==> src/sv/mh_pkg.sv <==
`timescale 1ns / 1ps
// ----------------------------------------------------------------------------
// mh_pkg
// Shared types, widths and the arctangent table of the heading pipeline.
// ----------------------------------------------------------------------------
package mh_pkg;

  localparam int CORDIC_STAGES = 16;
  localparam int TABLE_LEN     = 24;
  localparam int STAGE_W       = 5;

  localparam int RAW_W   = 16;
  localparam int DIFF_W  = 17;
  localparam int SCALE_W = 16;
  localparam int PROD_W  = 34;
  localparam int CAL_W   = 18;
  localparam int GAIN_SH = 15;
  localparam int GUARD_SH = 8;
  localparam int VEC_W   = 29;
  localparam int ANG_W   = 24;
  localparam int HEAD_W  = 16;
  localparam int HOFF_W  = 15;

  localparam int CAL_MAX = 131071;
  localparam int CAL_MIN = -131072;
  localparam int QUARTER_TURN = 1647099;
  localparam int ROUND_HALF = 128;

  localparam int ADDR_W = 5;
  localparam int DATA_W = 32;
  localparam logic [SCALE_W-1:0] SCALE_RESET = 16'd30147;

  typedef enum logic [2:0] {
    REG_X_OFF    = 3'd0,
    REG_Y_OFF    = 3'd1,
    REG_Z_OFF    = 3'd2,
    REG_SCALE    = 3'd3,
    REG_HEAD_OFF = 3'd4
  } reg_idx_t;

  typedef logic signed [CAL_W-1:0] cal_t;
  typedef logic signed [VEC_W-1:0] vec_t;
  typedef logic signed [ANG_W-1:0] ang_t;

  typedef struct packed {
    vec_t re;
    vec_t im;
    ang_t acc;
    logic zero;
    cal_t cal_x;
    cal_t cal_y;
    cal_t cal_z;
  } cordic_word_t;

  // atan(2^-i) in units of 2^-20 rad
  function automatic ang_t atan_lut(input logic [STAGE_W-1:0] idx);
    ang_t a;
    case (idx)
      5'd0:    a = 24'sd823550;
      5'd1:    a = 24'sd486170;
      5'd2:    a = 24'sd256879;
      5'd3:    a = 24'sd130396;
      5'd4:    a = 24'sd65451;
      5'd5:    a = 24'sd32757;
      5'd6:    a = 24'sd16383;
      5'd7:    a = 24'sd8192;
      5'd8:    a = 24'sd4096;
      5'd9:    a = 24'sd2048;
      5'd10:   a = 24'sd1024;
      5'd11:   a = 24'sd512;
      5'd12:   a = 24'sd256;
      5'd13:   a = 24'sd128;
      5'd14:   a = 24'sd64;
      5'd15:   a = 24'sd32;
      5'd16:   a = 24'sd16;
      5'd17:   a = 24'sd8;
      5'd18:   a = 24'sd4;
      5'd19:   a = 24'sd2;
      5'd20:   a = 24'sd1;
      5'd21:   a = 24'sd1;
      default: a = '0;
    endcase
    return a;
  endfunction

endpackage

==> src/sv/mh_front.sv <==
`timescale 1ns / 1ps
// ----------------------------------------------------------------------------
// mh_front
// Assembles the three axes, removes offsets, applies gain with saturation and
// turns the (y, x) vector into the right half plane for the CORDIC chain.
// ----------------------------------------------------------------------------
module mh_front
  import mh_pkg::*;
(
  input  logic                     clk,
  input  logic                     rst_n,
  input  logic                     in_valid,
  output logic                     in_ready,
  input  logic [7:0]               x_high,
  input  logic [7:0]               x_low,
  input  logic [7:0]               y_high,
  input  logic [7:0]               y_low,
  input  logic [7:0]               z_high,
  input  logic [7:0]               z_low,
  input  logic signed [RAW_W-1:0]  x_off,
  input  logic signed [RAW_W-1:0]  y_off,
  input  logic signed [RAW_W-1:0]  z_off,
  input  logic [SCALE_W-1:0]       scale,
  output logic                     out_valid,
  input  logic                     out_ready,
  output cordic_word_t             out_word
);

  localparam logic signed [PROD_W-1:0] SAT_HI = PROD_W'(CAL_MAX);
  localparam logic signed [PROD_W-1:0] SAT_LO = PROD_W'(CAL_MIN);

  function automatic cal_t sat_cal(input logic signed [PROD_W-1:0] p);
    logic signed [PROD_W-1:0] s;
    cal_t r;
    s = p >>> GAIN_SH;
    if (s > SAT_HI) begin
      r = cal_t'(CAL_MAX);
    end else if (s < SAT_LO) begin
      r = cal_t'(CAL_MIN);
    end else begin
      r = s[CAL_W-1:0];
    end
    return r;
  endfunction

  function automatic vec_t to_vec(input cal_t c);
    return vec_t'($signed({c, {GUARD_SH{1'b0}}}));
  endfunction

  logic                     v1_r, v2_r, v3_r;
  logic                     rdy1, rdy2, rdy3;
  logic signed [DIFF_W-1:0] dx_r, dy_r, dz_r;
  logic signed [DIFF_W-1:0] dx_nxt, dy_nxt, dz_nxt;
  cal_t                     cx_r, cy_r, cz_r;
  logic signed [PROD_W-1:0] px, py, pz;
  cordic_word_t             w_r, w_nxt;
  vec_t                     vx, vy;

  assign rdy3     = !v3_r || out_ready;
  assign rdy2     = !v2_r || rdy3;
  assign rdy1     = !v1_r || rdy2;
  assign in_ready = rdy1;

  // stage 1: assemble and remove offset
  assign dx_nxt = DIFF_W'($signed({x_high, x_low})) - DIFF_W'(x_off);
  assign dy_nxt = DIFF_W'($signed({y_high, y_low})) - DIFF_W'(y_off);
  assign dz_nxt = DIFF_W'($signed({z_high, z_low})) - DIFF_W'(z_off);

  // stage 2: gain and saturation
  assign px = dx_r * $signed({1'b0, scale});
  assign py = dy_r * $signed({1'b0, scale});
  assign pz = dz_r * $signed({1'b0, scale});

  // stage 3: quarter-turn pre-rotation when the real part is negative
  assign vx = to_vec(cx_r);
  assign vy = to_vec(cy_r);

  always_comb begin
    w_nxt       = '0;
    w_nxt.cal_x = cx_r;
    w_nxt.cal_y = cy_r;
    w_nxt.cal_z = cz_r;
    w_nxt.zero  = (cx_r == '0) && (cy_r == '0);
    w_nxt.re    = vy;
    w_nxt.im    = vx;
    w_nxt.acc   = '0;
    if (vy < 0) begin
      if (vx >= 0) begin
        w_nxt.re  = vx;
        w_nxt.im  = -vy;
        w_nxt.acc = ang_t'(QUARTER_TURN);
      end else begin
        w_nxt.re  = -vx;
        w_nxt.im  = vy;
        w_nxt.acc = -ang_t'(QUARTER_TURN);
      end
    end
  end

  always_ff @(posedge clk) begin
    if (!rst_n) begin
      v1_r <= 1'b0;
      v2_r <= 1'b0;
      v3_r <= 1'b0;
    end else begin
      if (rdy1) begin
        v1_r <= in_valid;
      end
      if (rdy2) begin
        v2_r <= v1_r;
      end
      if (rdy3) begin
        v3_r <= v2_r;
      end
    end
  end

  always_ff @(posedge clk) begin
    if (rdy1 && in_valid) begin
      dx_r <= dx_nxt;
      dy_r <= dy_nxt;
      dz_r <= dz_nxt;
    end
    if (rdy2 && v1_r) begin
      cx_r <= sat_cal(px);
      cy_r <= sat_cal(py);
      cz_r <= sat_cal(pz);
    end
    if (rdy3 && v2_r) begin
      w_r <= w_nxt;
    end
  end

  assign out_valid = v3_r;
  assign out_word  = w_r;

endmodule

==> config.mk <==
export PLATFORM = sky130hd
export DESIGN_NAME = mh_front
export DESIGN_NICKNAME = d
export VERILOG_FILES = /design/src/sv/mh_pkg.sv /design/src/sv/mh_front.sv
export SDC_FILE = /design/constraint.sdc
export NUM_CORES = 2
export LEC_CHECK = 0
export BUFFER_PORTS_ARGS = -buffer_cell sky130_fd_sc_hd__buf_2
export CORE_UTILIZATION = 40
export CTS_CLUSTER_SIZE = 28
export DETAILED_ROUTE_END_ITERATION = 10
export HOLD_SLACK_MARGIN = 0.12
export SYNTH_ARGS = -nofsm -noshare
export SYNTH_HDL_FRONTEND = slang
export SYNTH_SLANG_ARGS = --single-unit
==> constraint.sdc <==
create_clock -name clk -period 10.1 [get_ports clk]
set_input_delay 1.01 -clock clk [delete_from_list [all_inputs] [get_ports clk]]
set_output_delay 1.01 -clock clk [all_outputs]
set_load 0.02 [all_outputs]
==> qor.csv <==
stage,metric,value,unit
timing,Post-Route Setup TNS,0,ns
synthesis,XOR/XNOR share of the synthesized area,2.77,%
synthesis,"Seq/Total Area, Yosys",15.2,%
floorplan,Die Ht,321,microns
setup_path,CP max-delay cell,buf_2,
synthesis,"area leader, netlist",fa_1,
floorplan,Initial Utilization,40.6,%
cells_and_area,Final Non-Filler Cells,5805,
global_routing,global-route wire length before repair,157,mm
setup_path,Register-to-Register Path Depth,20,
drt,number of remaining DRC errors,0,
cells_and_area,n_diodes,0,
min_path,Hold Crit Class,reg2reg,
cells_and_area,synth-to-layout area growth,7.94,%
clock_tree,clk slew on worst S/H paths,0.06,ns
timing,Hold Fails Final Rpt,0,
timing,fin crit period,7.69,ns
global_routing,gr ovfl total,0,
setup_path,required time worst endpoint,10.56,ns
clock_tree,Root Driver,clkbuf_16,
floorplan,Die X,321,microns
placed_design,Routability Congestion,0.844,
setup_path,reg-to-reg endpoint,cz_r[12],
placed_design,PortBufs,238,
floorplan,cell row count,116,
setup_path,CP arrival,8.15,ns
drt,drt first pass iters,5,
global_routing,largest net degree at the start of global routing,75,
synthesis,combinational family with the most area after synthesis,adder cells,
synthesis,cell area after synthesis,40800,sq um
drt,post-DR wirelength/cell,16.6,microns
timing,final setup skew,0.0285,ns
drt,DRT antenna net count,0,
synthesis,ranking of synthesized cells by area,"fa_1, edfxtp_1, inv_1",
drt,final WL,96.3,mm
clock_tree,CTS tree,done,
drt,Vias per Instance,4.80,
cells_and_area,"commonest non-fill, non-tap cell in the layout",inv_1,
synthesis,Post-synth EDFFs,205,
global_routing,initial antenna violation count,8,
min_path,hold path start,cz_r[2],
setup_path,Worst path depth,21,
clock_tree,Sink Count,208,
synthesis,Async SR Flop Fraction,0,%
synthesis,Syn Area/Cell,9.46,sq um
clock_tree,CTS max path bufs,3,
clock_tree,post_cts resized,0,
floorplan,Core Area,101000,sq um
timing,RSZ-0062 raised after global routing,no,
setup_path,R2R setup slack,2.70,ns
floorplan,IO Pins,255,
synthesis,multiplexer share of the synthesized area,0.178,%
setup_path,crit end category,flip-flop,
global_routing,GRT Util Overall,19.4,%
setup_path,family with the most delay on the worst path,adder cells,
synthesis,Gate Count Post-Synth,4312,
synthesis,top-area cell type share of the netlist area,40.9,%
clock_tree,# hold bufs at CTS,0,
setup_path,worst setup path endpoint,cz_r[12],
synthesis,warnings from Yosys,0,
setup_path,CP Launch Type,input pin,
drt,vias post-DR,27864,
synthesis,Synth Flop Type,edfxtp_1,
run_status,outcome,"finished, final reports clean",
setup_path,CP cell instances,buf_2 -> nand2_1 -> fa_1 -> fa_1 -> inv_1 -> fa_1 -> fa_1 -> fa_1 -> inv_1 -> fa_1 -> inv_1 -> ha_1 -> a2111oi_2 -> o211ai_1 -> o21a_1 -> a31oi_4 -> o21ai_2 -> o311a_1 -> o21ai_1 -> and3b_1 -> o21a_1,
drt,DR iter-0 viols,1376,
setup_path,CP max FO,37,
cells_and_area,share of layout cells above drive strength 1,7.55,%
setup_path,RR Startpoint,dz_r[16],
clock_tree,CTS buffer count,27,
flow_run,max_cap viols,0,
setup_path,most frequent CP cell,fa_1,
placed_design,DP Cell Count,5756,
clock_tree,worst-skew pair later-pin latency,0.61,ns
cells_and_area,Nets,5683,
timing,final setup vio count,0,
synthesis,count of cell types in the netlist,73,
timing,final period utilization,76.1,%
setup_path,CP peak stage delay,0.74,ns
timing,Max Freq,130,MHz
placed_design,Post-DP HPWL,78.3,mm
timing,Worst-Margin Slew,1.16,ns
synthesis,#FFs+latches synth,208,
setup_path,CP Class,in2reg,
global_routing,vias in the first global route,29591,
cells_and_area,"commonest cells after routing, fill and taps aside","inv_1, fa_1, nand2_1",
clock_tree,H-tree lvl count,1,
timing,"Slew Viols, Final",0,
timing,slew margin rel.,22.0,%
setup_path,crit path from,scale[4],
synthesis,Synth Area in Compound Gates,5.22,%
setup_path,WP buf/inv,4,
synthesis,fraction of the mapped netlist area in adder cells,50.3,%
synthesis,Post-Synth Simple-Gate Area,13.3,%
clock_tree,"Setup Fix Bufs, Post-CTS",0,
floorplan,die area,103000,sq um
[how the worst min path moves through the flow]
| stage | to | slack [ns] | cells after the start |
|---|---|---|---|
| finish | out_word[2] | 0.42 | 0 |
| global route | out_word[6] | 0.43 | 0 |
| CTS | out_word[6] | 0.42 | 0 |
| detailed placement | out_word[6] | 0.41 | 0 |
| global placement | out_word[2] | 0.41 | 0 |
| floorplan | out_word[0] | 0.40 | 0 |
[routing by layer]
layer	vias up	part of all wire, %	GRT usage [%]
met5	-	0.039	0
met4	6	2.5	4.86
met3	101	5.2	2.75
met2	560	49	32.6
met1	14254	44	26.3
li1	12943	-	-
[state kept, by name, summed over array words and instances (netlist names)]
name / cells
out_word: 100
cx_r: 18
cy_r: 18
cz_r: 18
dx_r: 17
dy_r: 17
dz_r: 17
out_valid: 1
v1_r: 1
v2_r: 1
[area by class of cell]
type	count	area (sq um)
clock buffer	30	687
clock inverter	19	230
fill	9807	56600
inverter	1165	4370
multi-input combinational	2756	29400
sequential	208	6220
tap	1357	1700
timing repair buffer	270	1440
[cell families after synthesis]
family	after synthesis
buf+inv	1366
fa+ha+maj	1141
simple gates	1127
compound gates	334
flops	208
xor+xnor	129
mux	6
other cells	1
[through the flow]
stage / setup slack [ns] / utilization (%) / cell area, sq um / hold slack [ns]
final: 2.41 / 43.8 / 44000 / 0.420
after global routing: 2.10 / 43.8 / 44000 / 0.428
after global placement: 1.98 / 42.9 / 43100 / 0.406
after floorplan: 2.60 / - / 40900 / 0.400
after CTS: 2.46 / 43.8 / 44000 / 0.421
after detailed placement: 1.83 / 42.9 / 43100 / 0.407
[cell usage after synthesis (3+ instances only)]
| master | n |
|---|---|
| clkbuf_1 | 155 |
| o31ai_1 | 9 |
| edfxtp_1 | 205 |
| a31o_2 | 3 |
| o22ai_1 | 3 |
| o21ai_1 | 26 |
| buf_4 | 39 |
| o311a_1 | 3 |
| dfxtp_1 | 3 |
| or2_1 | 3 |
| a21o_1 | 29 |
| xnor2_1 | 93 |
| nor3_1 | 34 |
| or2_2 | 3 |
| nor2b_1 | 28 |
| xor2_1 | 36 |
| a31oi_1 | 8 |
| nand2_1 | 529 |
| or4_1 | 4 |
| o2111a_1 | 3 |
| nand3_1 | 20 |
| o21a_1 | 30 |
| mux2i_1 | 5 |
| and3_1 | 18 |
| buf_2 | 5 |
| nor2_1 | 109 |
| and2_1 | 328 |
| o21ai_0 | 45 |
| a211oi_1 | 8 |
| nand4_1 | 10 |
| a21oi_1 | 116 |
| a21boi_1 | 4 |
| ha_1 | 305 |
| a21boi_0 | 11 |
| fa_1 | 834 |
| nor4_1 | 3 |
| o211ai_1 | 6 |
| or3_1 | 16 |
| inv_1 | 1164 |
| nand2b_1 | 13 |
Power is left out: the tool's default activity adds up to more than one toggle a clock period on the data nets, which glitch-free logic cannot reach.
