### config.mk
export PLATFORM = sky130hd
export DESIGN_NAME = mh_cell
export DESIGN_NICKNAME = d
export VERILOG_FILES = /design/src/sv/mh_pkg.sv /design/src/sv/mh_cell.sv
export SDC_FILE = /design/constraint.sdc
export NUM_CORES = 1
export LEC_CHECK = 0
export BUFFER_PORTS_ARGS = -buffer_cell sky130_fd_sc_hd__buf_2
export CAP_MARGIN = 20
export CORE_AREA = 2 2 177 179
export DETAILED_ROUTE_END_ITERATION = 6
export DIE_AREA = 0 0 179 181
export PLACE_DENSITY = 0.73
export SETUP_SLACK_MARGIN = 0.02
export SLEW_MARGIN = 20
export SYNTH_ARGS = -nofsm -noshare
export SYNTH_HDL_FRONTEND = slang
export SYNTH_SLANG_ARGS = --single-unit
### constraint.sdc
create_clock -name clk -period 6.2 [get_ports clk]
set_clock_uncertainty 0.05 [all_clocks]
set_input_delay 0.31 -clock clk [delete_from_list [all_inputs] [get_ports clk]]
set_output_delay 0.31 -clock clk [all_outputs]
set_load 0.005 [all_outputs]
### src/sv/mh_pkg.sv
`timescale 1ns / 1ps
// ----------------------------------------------------------------------------
// mh_pkg
// Shared types, widths and the arctangent table of the heading pipeline.
// ----------------------------------------------------------------------------
package mh_pkg;

  localparam int CORDIC_STAGES = 16;
  localparam int TABLE_LEN     = 24;
  localparam int STAGE_W       = 5;

  localparam int RAW_W   = 16;
  localparam int DIFF_W  = 17;
  localparam int SCALE_W = 16;
  localparam int PROD_W  = 34;
  localparam int CAL_W   = 18;
  localparam int GAIN_SH = 15;
  localparam int GUARD_SH = 8;
  localparam int VEC_W   = 29;
  localparam int ANG_W   = 24;
  localparam int HEAD_W  = 16;
  localparam int HOFF_W  = 15;

  localparam int CAL_MAX = 131071;
  localparam int CAL_MIN = -131072;
  localparam int QUARTER_TURN = 1647099;
  localparam int ROUND_HALF = 128;

  localparam int ADDR_W = 5;
  localparam int DATA_W = 32;
  localparam logic [SCALE_W-1:0] SCALE_RESET = 16'd30147;

  typedef enum logic [2:0] {
    REG_X_OFF    = 3'd0,
    REG_Y_OFF    = 3'd1,
    REG_Z_OFF    = 3'd2,
    REG_SCALE    = 3'd3,
    REG_HEAD_OFF = 3'd4
  } reg_idx_t;

  typedef logic signed [CAL_W-1:0] cal_t;
  typedef logic signed [VEC_W-1:0] vec_t;
  typedef logic signed [ANG_W-1:0] ang_t;

  typedef struct packed {
    vec_t re;
    vec_t im;
    ang_t acc;
    logic zero;
    cal_t cal_x;
    cal_t cal_y;
    cal_t cal_z;
  } cordic_word_t;

  // atan(2^-i) in units of 2^-20 rad
  function automatic ang_t atan_lut(input logic [STAGE_W-1:0] idx);
    ang_t a;
    case (idx)
      5'd0:    a = 24'sd823550;
      5'd1:    a = 24'sd486170;
      5'd2:    a = 24'sd256879;
      5'd3:    a = 24'sd130396;
      5'd4:    a = 24'sd65451;
      5'd5:    a = 24'sd32757;
      5'd6:    a = 24'sd16383;
      5'd7:    a = 24'sd8192;
      5'd8:    a = 24'sd4096;
      5'd9:    a = 24'sd2048;
      5'd10:   a = 24'sd1024;
      5'd11:   a = 24'sd512;
      5'd12:   a = 24'sd256;
      5'd13:   a = 24'sd128;
      5'd14:   a = 24'sd64;
      5'd15:   a = 24'sd32;
      5'd16:   a = 24'sd16;
      5'd17:   a = 24'sd8;
      5'd18:   a = 24'sd4;
      5'd19:   a = 24'sd2;
      5'd20:   a = 24'sd1;
      5'd21:   a = 24'sd1;
      default: a = '0;
    endcase
    return a;
  endfunction

endpackage

### src/sv/mh_cell.sv
`timescale 1ns / 1ps
// ----------------------------------------------------------------------------
// mh_cell
// One vectoring CORDIC micro-rotation with its own pipeline register.
// ----------------------------------------------------------------------------
module mh_cell
  import mh_pkg::*;
(
  input  logic                clk,
  input  logic                rst_n,
  input  logic [STAGE_W-1:0]  stage_idx,
  input  logic                in_valid,
  output logic                in_ready,
  input  cordic_word_t        in_word,
  output logic                out_valid,
  input  logic                out_ready,
  output cordic_word_t        out_word
);

  logic         valid_r;
  cordic_word_t word_r, word_nxt;
  vec_t         dr, di;
  ang_t         step;

  assign dr   = in_word.im >>> stage_idx;
  assign di   = in_word.re >>> stage_idx;
  assign step = atan_lut(stage_idx);

  always_comb begin
    word_nxt = in_word;
    // stages past the table leave the vector alone
    if (stage_idx < STAGE_W'(TABLE_LEN)) begin
      if (in_word.im < 0) begin
        word_nxt.re  = in_word.re - dr;
        word_nxt.im  = in_word.im + di;
        word_nxt.acc = in_word.acc - step;
      end else begin
        word_nxt.re  = in_word.re + dr;
        word_nxt.im  = in_word.im - di;
        word_nxt.acc = in_word.acc + step;
      end
    end
  end

  assign in_ready = !valid_r || out_ready;

  always_ff @(posedge clk) begin
    if (!rst_n) begin
      valid_r <= 1'b0;
    end else if (in_ready) begin
      valid_r <= in_valid;
    end
  end

  always_ff @(posedge clk) begin
    if (in_ready && in_valid) begin
      word_r <= word_nxt;
    end
  end

  assign out_valid = valid_r;
  assign out_word  = word_r;

endmodule

==> results.yml, run 1 <==
sta:
  setup_viol: 0
  worst_pin_slew_ns: 0.7555
  fin_crit_ns: 5.710
  fin_setup_tns_ns: 0
  relSlewSlack_pct: 49.63
  hold_viol: 0
  fin_crit_sh_pct: 92.09
  fmax_ghz: 0.1751
  drv_slew: 0
  grt_setup_unrepaired: "false"
clocking:
  htreeDepth: 4
  cts_setup_buffers: 0
  clk_latency_ns: 0.45
  cts_buffer_depth: 2
  clk_pin_slew_ns: 0.07
  tritoncts: "built"
  numCtsBuffers: 17
  root_buffer: "clkbuf_16"
  cts_sinks: 138
layout:
  drive_above_1_share_pct: 26.61
  ff_latch_area_um2: 4134
  syn2layout_area_growth_pct: 24.96
  fin_util_pct: 59.38
  stdcell_count: 2367
  final_area_um2: 18020
  multiInputGateArea_um2: 9784
  nNetsFinal: 2199
  fillers: 2606
floorplanning:
  die_h_um: 181
  num_io_pins: 285
  die_area_um2: 32400
  fp-row-count: 64
  initial_utilization_pct: 47.52
  die_w_um: 179
  coreArea_um2: 30350
synthesis:
  synth-seq-cells: 138
  syn_nets: 1825
  ys_seq_area_share_pct: 28.66
  syn_inst: 1582
  synthesis.area_um2: 14420
  synth_enable_flop_cells: 137
  synth.avg_cell_area_um2: 9.117
  synth-main-ff-cell: "edfxtp_1"
  async_reset_ff_share_pct: 0
  yosys_warnings: 0
  synthDistinctLibCells: 77
hold_path:
  holdPathStages: 1
  hp-class: "input port to flop"
  hold_path_end: "out_word[19]"
  holdCritStartpoint: "in_word[19]"
global_routing:
  grt_util_all_layers_pct: 30.11
  grt_pass1_vias: 14190
  antenna_found_initial: 3
  grt_max_degree: 61
  grt_first_pass_wirelength_um: 75930
  gr-total-overflow: 0
drt:
  vias: 14250
  drt_pass1_iterations: 6
  finalWirelength_um: 49510
  vias_per_cell: 6.020
  drc: 0
  antenna_left: 0
  wl_per_cell_um: 20.92
  drtIter0Drc: 1248
critical_path:
  crit_path_start_kind: "input port"
  worstSetupPathType: "input port to flop"
  arrival_ns: 5.86
  cp_max_fo: 14
  rr_startpoint: "out_valid"
  r2r_cells: 3
  r2r-end: "out_word[129]"
  required_ns: 6.35
  crit_start: "stage_idx[0]"
  endpoint_kind: "flop"
  reg2reg_slack_ns: 4.19
status:
  status: "finished clean"
power:
  vdd_ir_drop_max_mv: 0.2004
  pwr-share-seq_pct: 28.9
  internal-power_uw: 2769
  total_power_uw: 4283
  switchingPower_uw: 1514
  clkPwrFrac_pct: 27.2
  power_leakage_uw: 0.007706
  p_per_area_nw_per_um2: 237.7
  switching_share_pct: 35.35
  pwr-share-comb_pct: 44.0
placed_design:
  place_area_um2: 16850
  io_buffers: 284
  place.gp.congestion: 1.016
  placedCellCount: 2282
  dp_hpwl_um: 37390
flow_run:
  maxCapViolCount: 0
-- synthesized netlist by cell type, drive strengths merged, types with 5 or more instances --
cell,number,share of area (%)
a31oi,30,1.3
or3,6,0.26
ha,94,8.2
mux2i,59,4.1
a21oi,150,5.2
o211ai,14,0.73
xnor2,59,3.6
a22oi,5,0.26
mux4,65,10
buf,42,1.4
o22ai,11,0.48
nand3,32,1.1
o21bai,14,0.73
nand2b,27,1.2
and2,17,0.75
xor2,64,3.9
o21a,18,0.94
nand2,143,3.7
nor2b,19,0.82
a211o,12,0.73
and3,15,0.65
nor2,165,4.3
a21boi,7,0.36
edfxtp,137,29
mux2,21,1.6
nor3,37,1.4
a221oi,6,0.36
clkbuf,46,1.2
inv,40,1.0
o21ai,94,3.3
a21o,32,1.7
a221o,5,0.35
or2,5,0.22
o2111ai,5,0.30
o31ai,10,0.52
a211oi,14,0.73
nor3b,6,0.31
-- power by group through the flow --
stage	Clock [uW]	Combinational (uW)	Sequential [uW]
global route	1220	2070	1250
detailed placement	0	1830	1260
floorplan	0	1200	1280
CTS	1180	1870	1240
global placement	0	1800	1260
finish	1160	1880	1240
-- metal layers --
layer / GRT usage, % / vias to the layer above / wire length (um) / part of all wire [%]
li1: - / 6705 / - / -
met4: 11.19 / 2 / 1440 / 2.9
met2: 53.11 / 614 / 24620 / 50
met1: 35.98 / 6828 / 19370 / 39
met5: 0 / - / 13 / 0.026
met3: 5.766 / 101 / 4058 / 8.2
-- area by class of cell --
type / instances / share of cell area, %
multi-input combinational: 1315 / 54.29
sequential: 138 / 22.94
timing repair buffer: 443 / 15.54
tap: 396 / 2.749
clock buffer: 19 / 2.402
clock inverter: 13 / 1.201
inverter: 41 / 0.8539
antenna: 2 / 0.02777
-- flip-flops by register name (all words and copies together) (netlist names) --
| register | cells |
|---|---|
| out_valid | 1 |
| out_word | 137 |
-- per-stage QoR --
step | hold WS [ns] | worst slack [ns]
after detailed placement | 0.4381 | 0.1561
after global routing | 0.003696 | 0.05302
final | 0.01674 | 0.4904
after CTS | 0.0005553 | 0.5780
after global placement | 0.4364 | 0.1916
after floorplan | 0.3589 | 0.02779
-- repair_timing --
action                                  in CTS  in global routing
hold endpoints to repair                    51                  0
hold buffers                                51                  0
endpoints found under the setup margin       0                  1
resized for setup                            0                  1
-- cells by family (layout without fill, tap and decap cells) --
family                   after synthesis  count (layout)  share of synthesized area (%)
adder cells (fa/ha/maj)               97              97                          8.571
flip-flops                           138             138                          28.66
AO/OA/AOI/OAI                        462             462                          20.13
buffers and inverters                129             516                          3.652
multiplexers                         145             145                          15.88
other                                  0               2                              0
XOR/XNOR                             123             123                          7.469
AND/OR/NAND/NOR                      488             488                          15.63
-- how the worst max path moves through the flow --
| stage | to | slack (ns) |
|---|---|---|
| after floorplan | out_word[107] | 0.03 |
| after global placement | out_word[136] | 0.19 |
| after detailed placement | out_word[106] | 0.16 |
| after CTS | out_word[136] | 0.58 |
| after global routing | out_word[136] | 0.05 |
| final | out_word[136] | 0.49 |
-- layout by cell type, fill, tap and decap left out, drive strengths merged, types with 64 or more instances in the layout --
cell type  count
nand2        143
ha            94
mux4          65
edfxtp       137
a21oi        150
o21ai         94
xor2          64
buf          392
nor2         165
-- worst max-delay path, stage by stage --
cell,delay (ns)
buf_4,0.22
buf_4,0.22
buf_4,0.28
mux4_2,0.56
a22oi_1,0.40
o221ai_1,0.39
nor3_1,0.24
buf_4,0.17
a21o_1,0.21
nand2_1,0.15
nor2_2,0.22
nand2_1,0.10
o21ai_0,0.14
ha_1,0.21
nand2_1,0.08
nor2_1,0.17
nand2_1,0.12
a21oi_1,0.24
o211ai_1,0.16
a31o_2,0.30
a2111oi_0,0.40
buf_4,0.19
a211o_1,0.09
nand3_1,0.09
xnor2_1,0.18
Note: power is estimated with default switching activity, not from simulation.
==> run 2, diff against run 1 <==
--- a/config.mk
+++ b/config.mk
@@ -8,9 +8,10 @@
 export BUFFER_PORTS_ARGS = -buffer_cell sky130_fd_sc_hd__buf_2
 export CAP_MARGIN = 20
 export CORE_AREA = 2 2 177 179
+export CTS_BUF_LIST = sky130_fd_sc_hd__clkbuf_16
 export DETAILED_ROUTE_END_ITERATION = 6
 export DIE_AREA = 0 0 179 181
-export PLACE_DENSITY = 0.73
+export PLACE_DENSITY = 0.74
 export SETUP_SLACK_MARGIN = 0.02
 export SLEW_MARGIN = 20
 export SYNTH_ARGS = -nofsm -noshare
==> run 2 against run 1 <==
  * Fmax is 1.1% higher
  * Non-clock buffer count is 5 lower
  * Sequential share of layout area is 0.18 points higher
  * Global-route usage is 0.30 points lower
  * Worst setup slack better by 0.060 ns
  * First-iteration DRC count is 15% lower
  * Critical endpoint unchanged
  * Largest cell class unchanged
==> results.yml, run 2 (synthesized netlist as in run 1, its figures left out) <==
drt:
  drt_pass1_iterations: 7
  finalWirelength_um: 49040
  drtIter0Drc: 1059
  vias_per_cell: 6.019
  wl_per_cell_um: 20.78
  antenna_left: 0
  drc: 0
  vias: 14210
floorplanning:
  coreArea_um2: 30350
  initial_utilization_pct: 47.52
  die_area_um2: 32400
  fp-row-count: 64
  die_w_um: 179
  num_io_pins: 285
  die_h_um: 181
critical_path:
  r2r-end: "out_word[120]"
  arrival_ns: 5.79
  cp_max_fo: 23
  reg2reg_slack_ns: 4.08
  rr_startpoint: "out_valid"
  required_ns: 6.34
  endpoint_kind: "flop"
  crit_path_start_kind: "input port"
  r2r_cells: 3
  worstSetupPathType: "input port to flop"
sta:
  fin_ws_ns: 0.5505
  grt_setup_unrepaired: "false"
  fin_crit_ns: 5.649
  whs_ns: 0.008804
  hold_viol: 0
  relSlewSlack_pct: 36.73
  fin_crit_sh_pct: 91.12
  worst_pin_slew_ns: 0.9490
  setup_viol: 0
  drv_slew: 0
  fmax_ghz: 0.1770
  fin_setup_tns_ns: 0
clocking:
  root_buffer: "clkbuf_16"
  cts_sinks: 138
  tritoncts: "built"
  clk_pin_slew_ns: 0.07
  clk_latency_ns: 0.44
  cts_buffer_depth: 2
  postCtsHoldBufs: 47
  numCtsBuffers: 17
  cts_setup_buffers: 0
  htreeDepth: 4
  postCtsResizedCells: 0
layout:
  fillers: 2624
  syn2layout_area_growth_pct: 23.98
  stdcell_count: 2360
  drive_above_1_share_pct: 26.43
  layout_common_cells: "buf_2, nor2_1, a21oi_1, nand2_1, edfxtp_1"
  nNetsFinal: 2194
  final_common_cell: "buf_2"
  largest_reg_flops: 137
  diodes: 0
placed_design:
  dp_hpwl_um: 37160
  place.gp.congestion: 1.009
  placedCellCount: 2277
  pre_cts_ws_ns: 0.1464
  io_buffers: 284
hold_path:
  holdPathStages: 1
  hold_path_end: "out_word[10]"
  hp-class: "input port to flop"
  holdCritStartpoint: "in_word[10]"
power:
  total_power_uw: 4122
  p_per_area_nw_per_um2: 230.6
  vdd_ir_drop_max_mv: 0.1985
  power_leakage_uw: 0.007644
status:
  status: "finished clean"
flow_run:
  maxCapViolCount: 0
global_routing:
  grt_util_all_layers_pct: 29.80
  antenna_found_initial: 0
  grt_max_degree: 88
  gr-total-overflow: 0
  grt_pass1_vias: 14070
  grt_first_pass_wirelength_um: 75210
[run 2: changes by cell type in the layout (fill, tap and decap cells not counted), sizes merged]
cell    delta
buf        -5
bufinv     -5
clkbuf     -2
clkinv     +2
diode      -2
inv        +5
[run 2: per-layer routing]
| metal | vias to the layer above | GRT usage (%) | part of all wire [%] |
|---|---|---|---|
| li1 | 6693 | - | - |
| met1 | 6757 | 36.44 | 40 |
| met2 | 656 | 52.06 | 49 |
| met3 | 100 | 4.924 | 7.7 |
| met4 | 0 | 11.38 | 3.2 |
| met5 | - | 0 | 0 |
[run 2: critical path: stages]
cell       delay [ns]
buf_4            0.26
buf_4            0.26
buf_12           0.21
mux4_2           0.54
mux2i_1          0.19
a221oi_1         0.22
a2111o_1         0.47
nor3_1           0.28
and4_1           0.37
and2_1           0.20
nand2_1          0.09
mux2_1           0.33
o311a_1          0.14
ha_1             0.30
and3_1           0.16
nor2b_1          0.16
a21oi_1          0.08
a31o_2           0.23
a2111oi_0        0.44
buf_4            0.19
a211o_1          0.09
nand3_1          0.08
xnor2_1          0.18
[run 2: where the power goes]
part           internal, uW  switching, uW
clock                   526            474
sequential             1200           31.7
combinational           842           1040
total                  2570           1550
[run 2: area by class of cell]
cell class                      instances  area [um2]  area share [%]
Clock buffer                           17       425.4           2.379
Sequential cell                       138        4134           23.12
Multi-Input combinational cell       1315        9778           54.68
Clock inverter                         15       131.4          0.7347
Tap cell                              396       495.5           2.771
Inverter                               41       153.9          0.8607
Timing Repair Buffer                  438        2763           15.45
[run 2: through the flow]
stage / util, % / cell area (um2)
2_1_floorplan: - / 14440
3_3_place_gp: 55.40 / 16810
3_5_place_dp: 55.40 / 16810
4_1_cts: 58.79 / 17840
5_1_grt: 58.92 / 17880
6_report: 58.92 / 17880
[run 2: worst max-delay path by stage]
stage,startpoint,to
after floorplan,stage_idx[0],out_word[107]
after global placement,stage_idx[0],out_word[106]
after global routing,stage_idx[1],out_word[106]
after detailed placement,stage_idx[1],out_word[106]
final,stage_idx[1],out_word[136]
after CTS,stage_idx[1],out_word[106]
==> run 3, diff against run 2 <==
--- a/config.mk
+++ b/config.mk
@@ -7,11 +7,11 @@
 export LEC_CHECK = 0
 export BUFFER_PORTS_ARGS = -buffer_cell sky130_fd_sc_hd__buf_2
 export CAP_MARGIN = 20
-export CORE_AREA = 2 2 177 179
+export CORE_AREA = 2 2 204 246
 export CTS_BUF_LIST = sky130_fd_sc_hd__clkbuf_16
 export DETAILED_ROUTE_END_ITERATION = 6
-export DIE_AREA = 0 0 179 181
-export PLACE_DENSITY = 0.74
+export DIE_AREA = 0 0 206 248
+export PLACE_DENSITY = 0.51
 export SETUP_SLACK_MARGIN = 0.02
 export SLEW_MARGIN = 20
 export SYNTH_ARGS = -nofsm -noshare
==> run 3 against run 2 <==
  * Sequential cell count stayed put
  * Utilization down 21 points
  * Critical path depth up 3
  * Combinational power about the same
  * Sequential power hardly changed
  * First-iteration DRC count is 26% lower
  * Wire length increased by 5.1%
  * Fmax shrank 1.2%
  * Clock power hardly changed
  * Via count down 2.2%
==> results.yml, run 3 (synthesized netlist as in run 1, its figures left out) <==
critical_path:
  arrival_ns: 6.00
  crit_family: "compound AO/OA/AOI/OAI gates"
  worst-path-stages: 26
  cp_num_buf_inv: 5
  critPathMostFrequentCell: "buf_4"
  worstSetupPathType: "input port to flop"
  cp_max_fo: 20
  r2r_cells: 3
  rr_startpoint: "out_valid"
  endpoint_kind: "flop"
  slowest_delay_ns: 0.61
  reg2reg_slack_ns: 3.86
  r2r-end: "out_word[126]"
  crit_path_start_kind: "input port"
  worst_path_max_delay_cell: "mux4_2"
  required_ns: 6.48
layout:
  syn2layout_area_growth_pct: 27.86
  largest_reg_flops: 137
  diodes: 0
  ff_latch_area_um2: 4134
  nNetsFinal: 2225
  fillers: 4979
  final_common_cell: "buf_2"
  drive_above_1_share_pct: 27.37
  multiInputGateArea_um2: 9783
  layout_common_cells: "buf_2, nor2_1, a21oi_1, nand2_1, edfxtp_1"
  fin_util_pct: 37.81
global_routing:
  grt_util_all_layers_pct: 19.83
  antenna_found_initial: 1
  gr-total-overflow: 0
  grt_first_pass_wirelength_um: 76960
  grt_max_degree: 60
  grt_pass1_vias: 13470
sta:
  fin_crit_sh_pct: 92.24
  hold_viol: 0
  fmax_ghz: 0.1749
  worst_pin_slew_ns: 0.7882
  fin_crit_ns: 5.719
  grt_setup_unrepaired: "false"
  relSlewSlack_pct: 47.46
  setup_viol: 0
  fin_setup_tns_ns: 0
  drv_slew: 0
placed_design:
  io_buffers: 284
  dp_hpwl_um: 40660
  place.gp.congestion: 0.8844
floorplanning:
  initial_utilization_pct: 29.57
  die_w_um: 206
  fp-row-count: 89
  coreArea_um2: 48770
  num_io_pins: 285
  die_area_um2: 51090
  die_h_um: 248
drt:
  drc: 0
  vias: 13900
  wl_per_cell_um: 19.58
  antenna_left: 0
  vias_per_cell: 5.280
  finalWirelength_um: 51540
  drt_pass1_iterations: 7
  drtIter0Drc: 779
power:
  p_per_area_nw_per_um2: 224.7
  power_leakage_uw: 0.007790
  vdd_ir_drop_max_mv: 0.1965
hold_path:
  hold_path_end: "out_valid"
  holdCritStartpoint: "rst_n"
  holdPathStages: 2
  hp-class: "input port to flop"
status:
  status: "finished clean"
clocking:
  postCtsResizedCells: 0
  cts_sinks: 138
  clk_latency_ns: 0.46
  clk_pin_slew_ns: 0.06
  numCtsBuffers: 17
  cts_setup_buffers: 0
  root_buffer: "clkbuf_16"
  cts_buffer_depth: 2
  tritoncts: "built"
  htreeDepth: 4
flow_run:
  maxCapViolCount: 0
## run 3: metrics by stage
| step | hold slack, ns | instances | cell area [um2] | total power, uW | setup slack (ns) |
|---|---|---|---|---|---|
| 2_1_floorplan | 0.3589 | 1582 | 14440 | 2476 | 0.02779 |
| 3_3_place_gp | 0.4381 | 2544 | 17300 | 3120 | 0.1067 |
| 3_5_place_dp | 0.4384 | 2544 | 17300 | 3127 | 0.06460 |
| 4_1_cts | 0.02367 | 2631 | 18410 | 4207 | 0.5481 |
| 5_1_grt | 0.04033 | 2632 | 18440 | 4442 | 0.1132 |
| 6_report | 0.05862 | 2632 | 18440 | 4144 | 0.4814 |
## run 3: how the worst max path moves through the flow
stage                       from            end  slack, ns
finish              stage_idx[1]  out_word[135]       0.48
floorplan           stage_idx[0]  out_word[107]       0.03
detailed placement  stage_idx[1]  out_word[135]       0.06
CTS                 stage_idx[0]  out_word[135]       0.55
global route        stage_idx[1]  out_word[135]       0.11
global placement    stage_idx[0]  out_word[135]       0.11
## run 3: where the power goes
| part | leakage (uW) | switching, uW | internal [uW] |
|---|---|---|---|
| combinational | 0.00619 | 1040 | 868 |
| clock | 0.000266 | 480 | 525 |
| sequential | 0.00133 | 27.8 | 1200 |
## run 3: cell type report
type                    count  share of cell area [%]
multi-input cells        1315                   53.05
flip-flops and latches    138                   22.42
clock buffers              17                   2.307
inverters                  41                  0.8345
well taps                 637                   4.322
clock inverters            15                  0.7328
repair buffers            469                   16.34
## run 3: worst reg2reg max path, cell delays in order (launching register included)
cell and delay (ns):
dfxtp_1 0.31, nand2b_1 0.13, and2_4 0.66, buf_4 0.75
## run 3: timing repair
item | 4_1_cts | 5_1_grt
hold endpoints to repair | 55 | 0
hold buffers | 55 | 0
endpoints found under the setup margin | 0 | 0
## run 3: layer usage
metal / routed length, um / GRT usage (%)
met2: 25650 / 34.98
met3: 2599 / 3.099
met5: 11 / 0
met4: 1883 / 8.319
met1: 21400 / 23.86
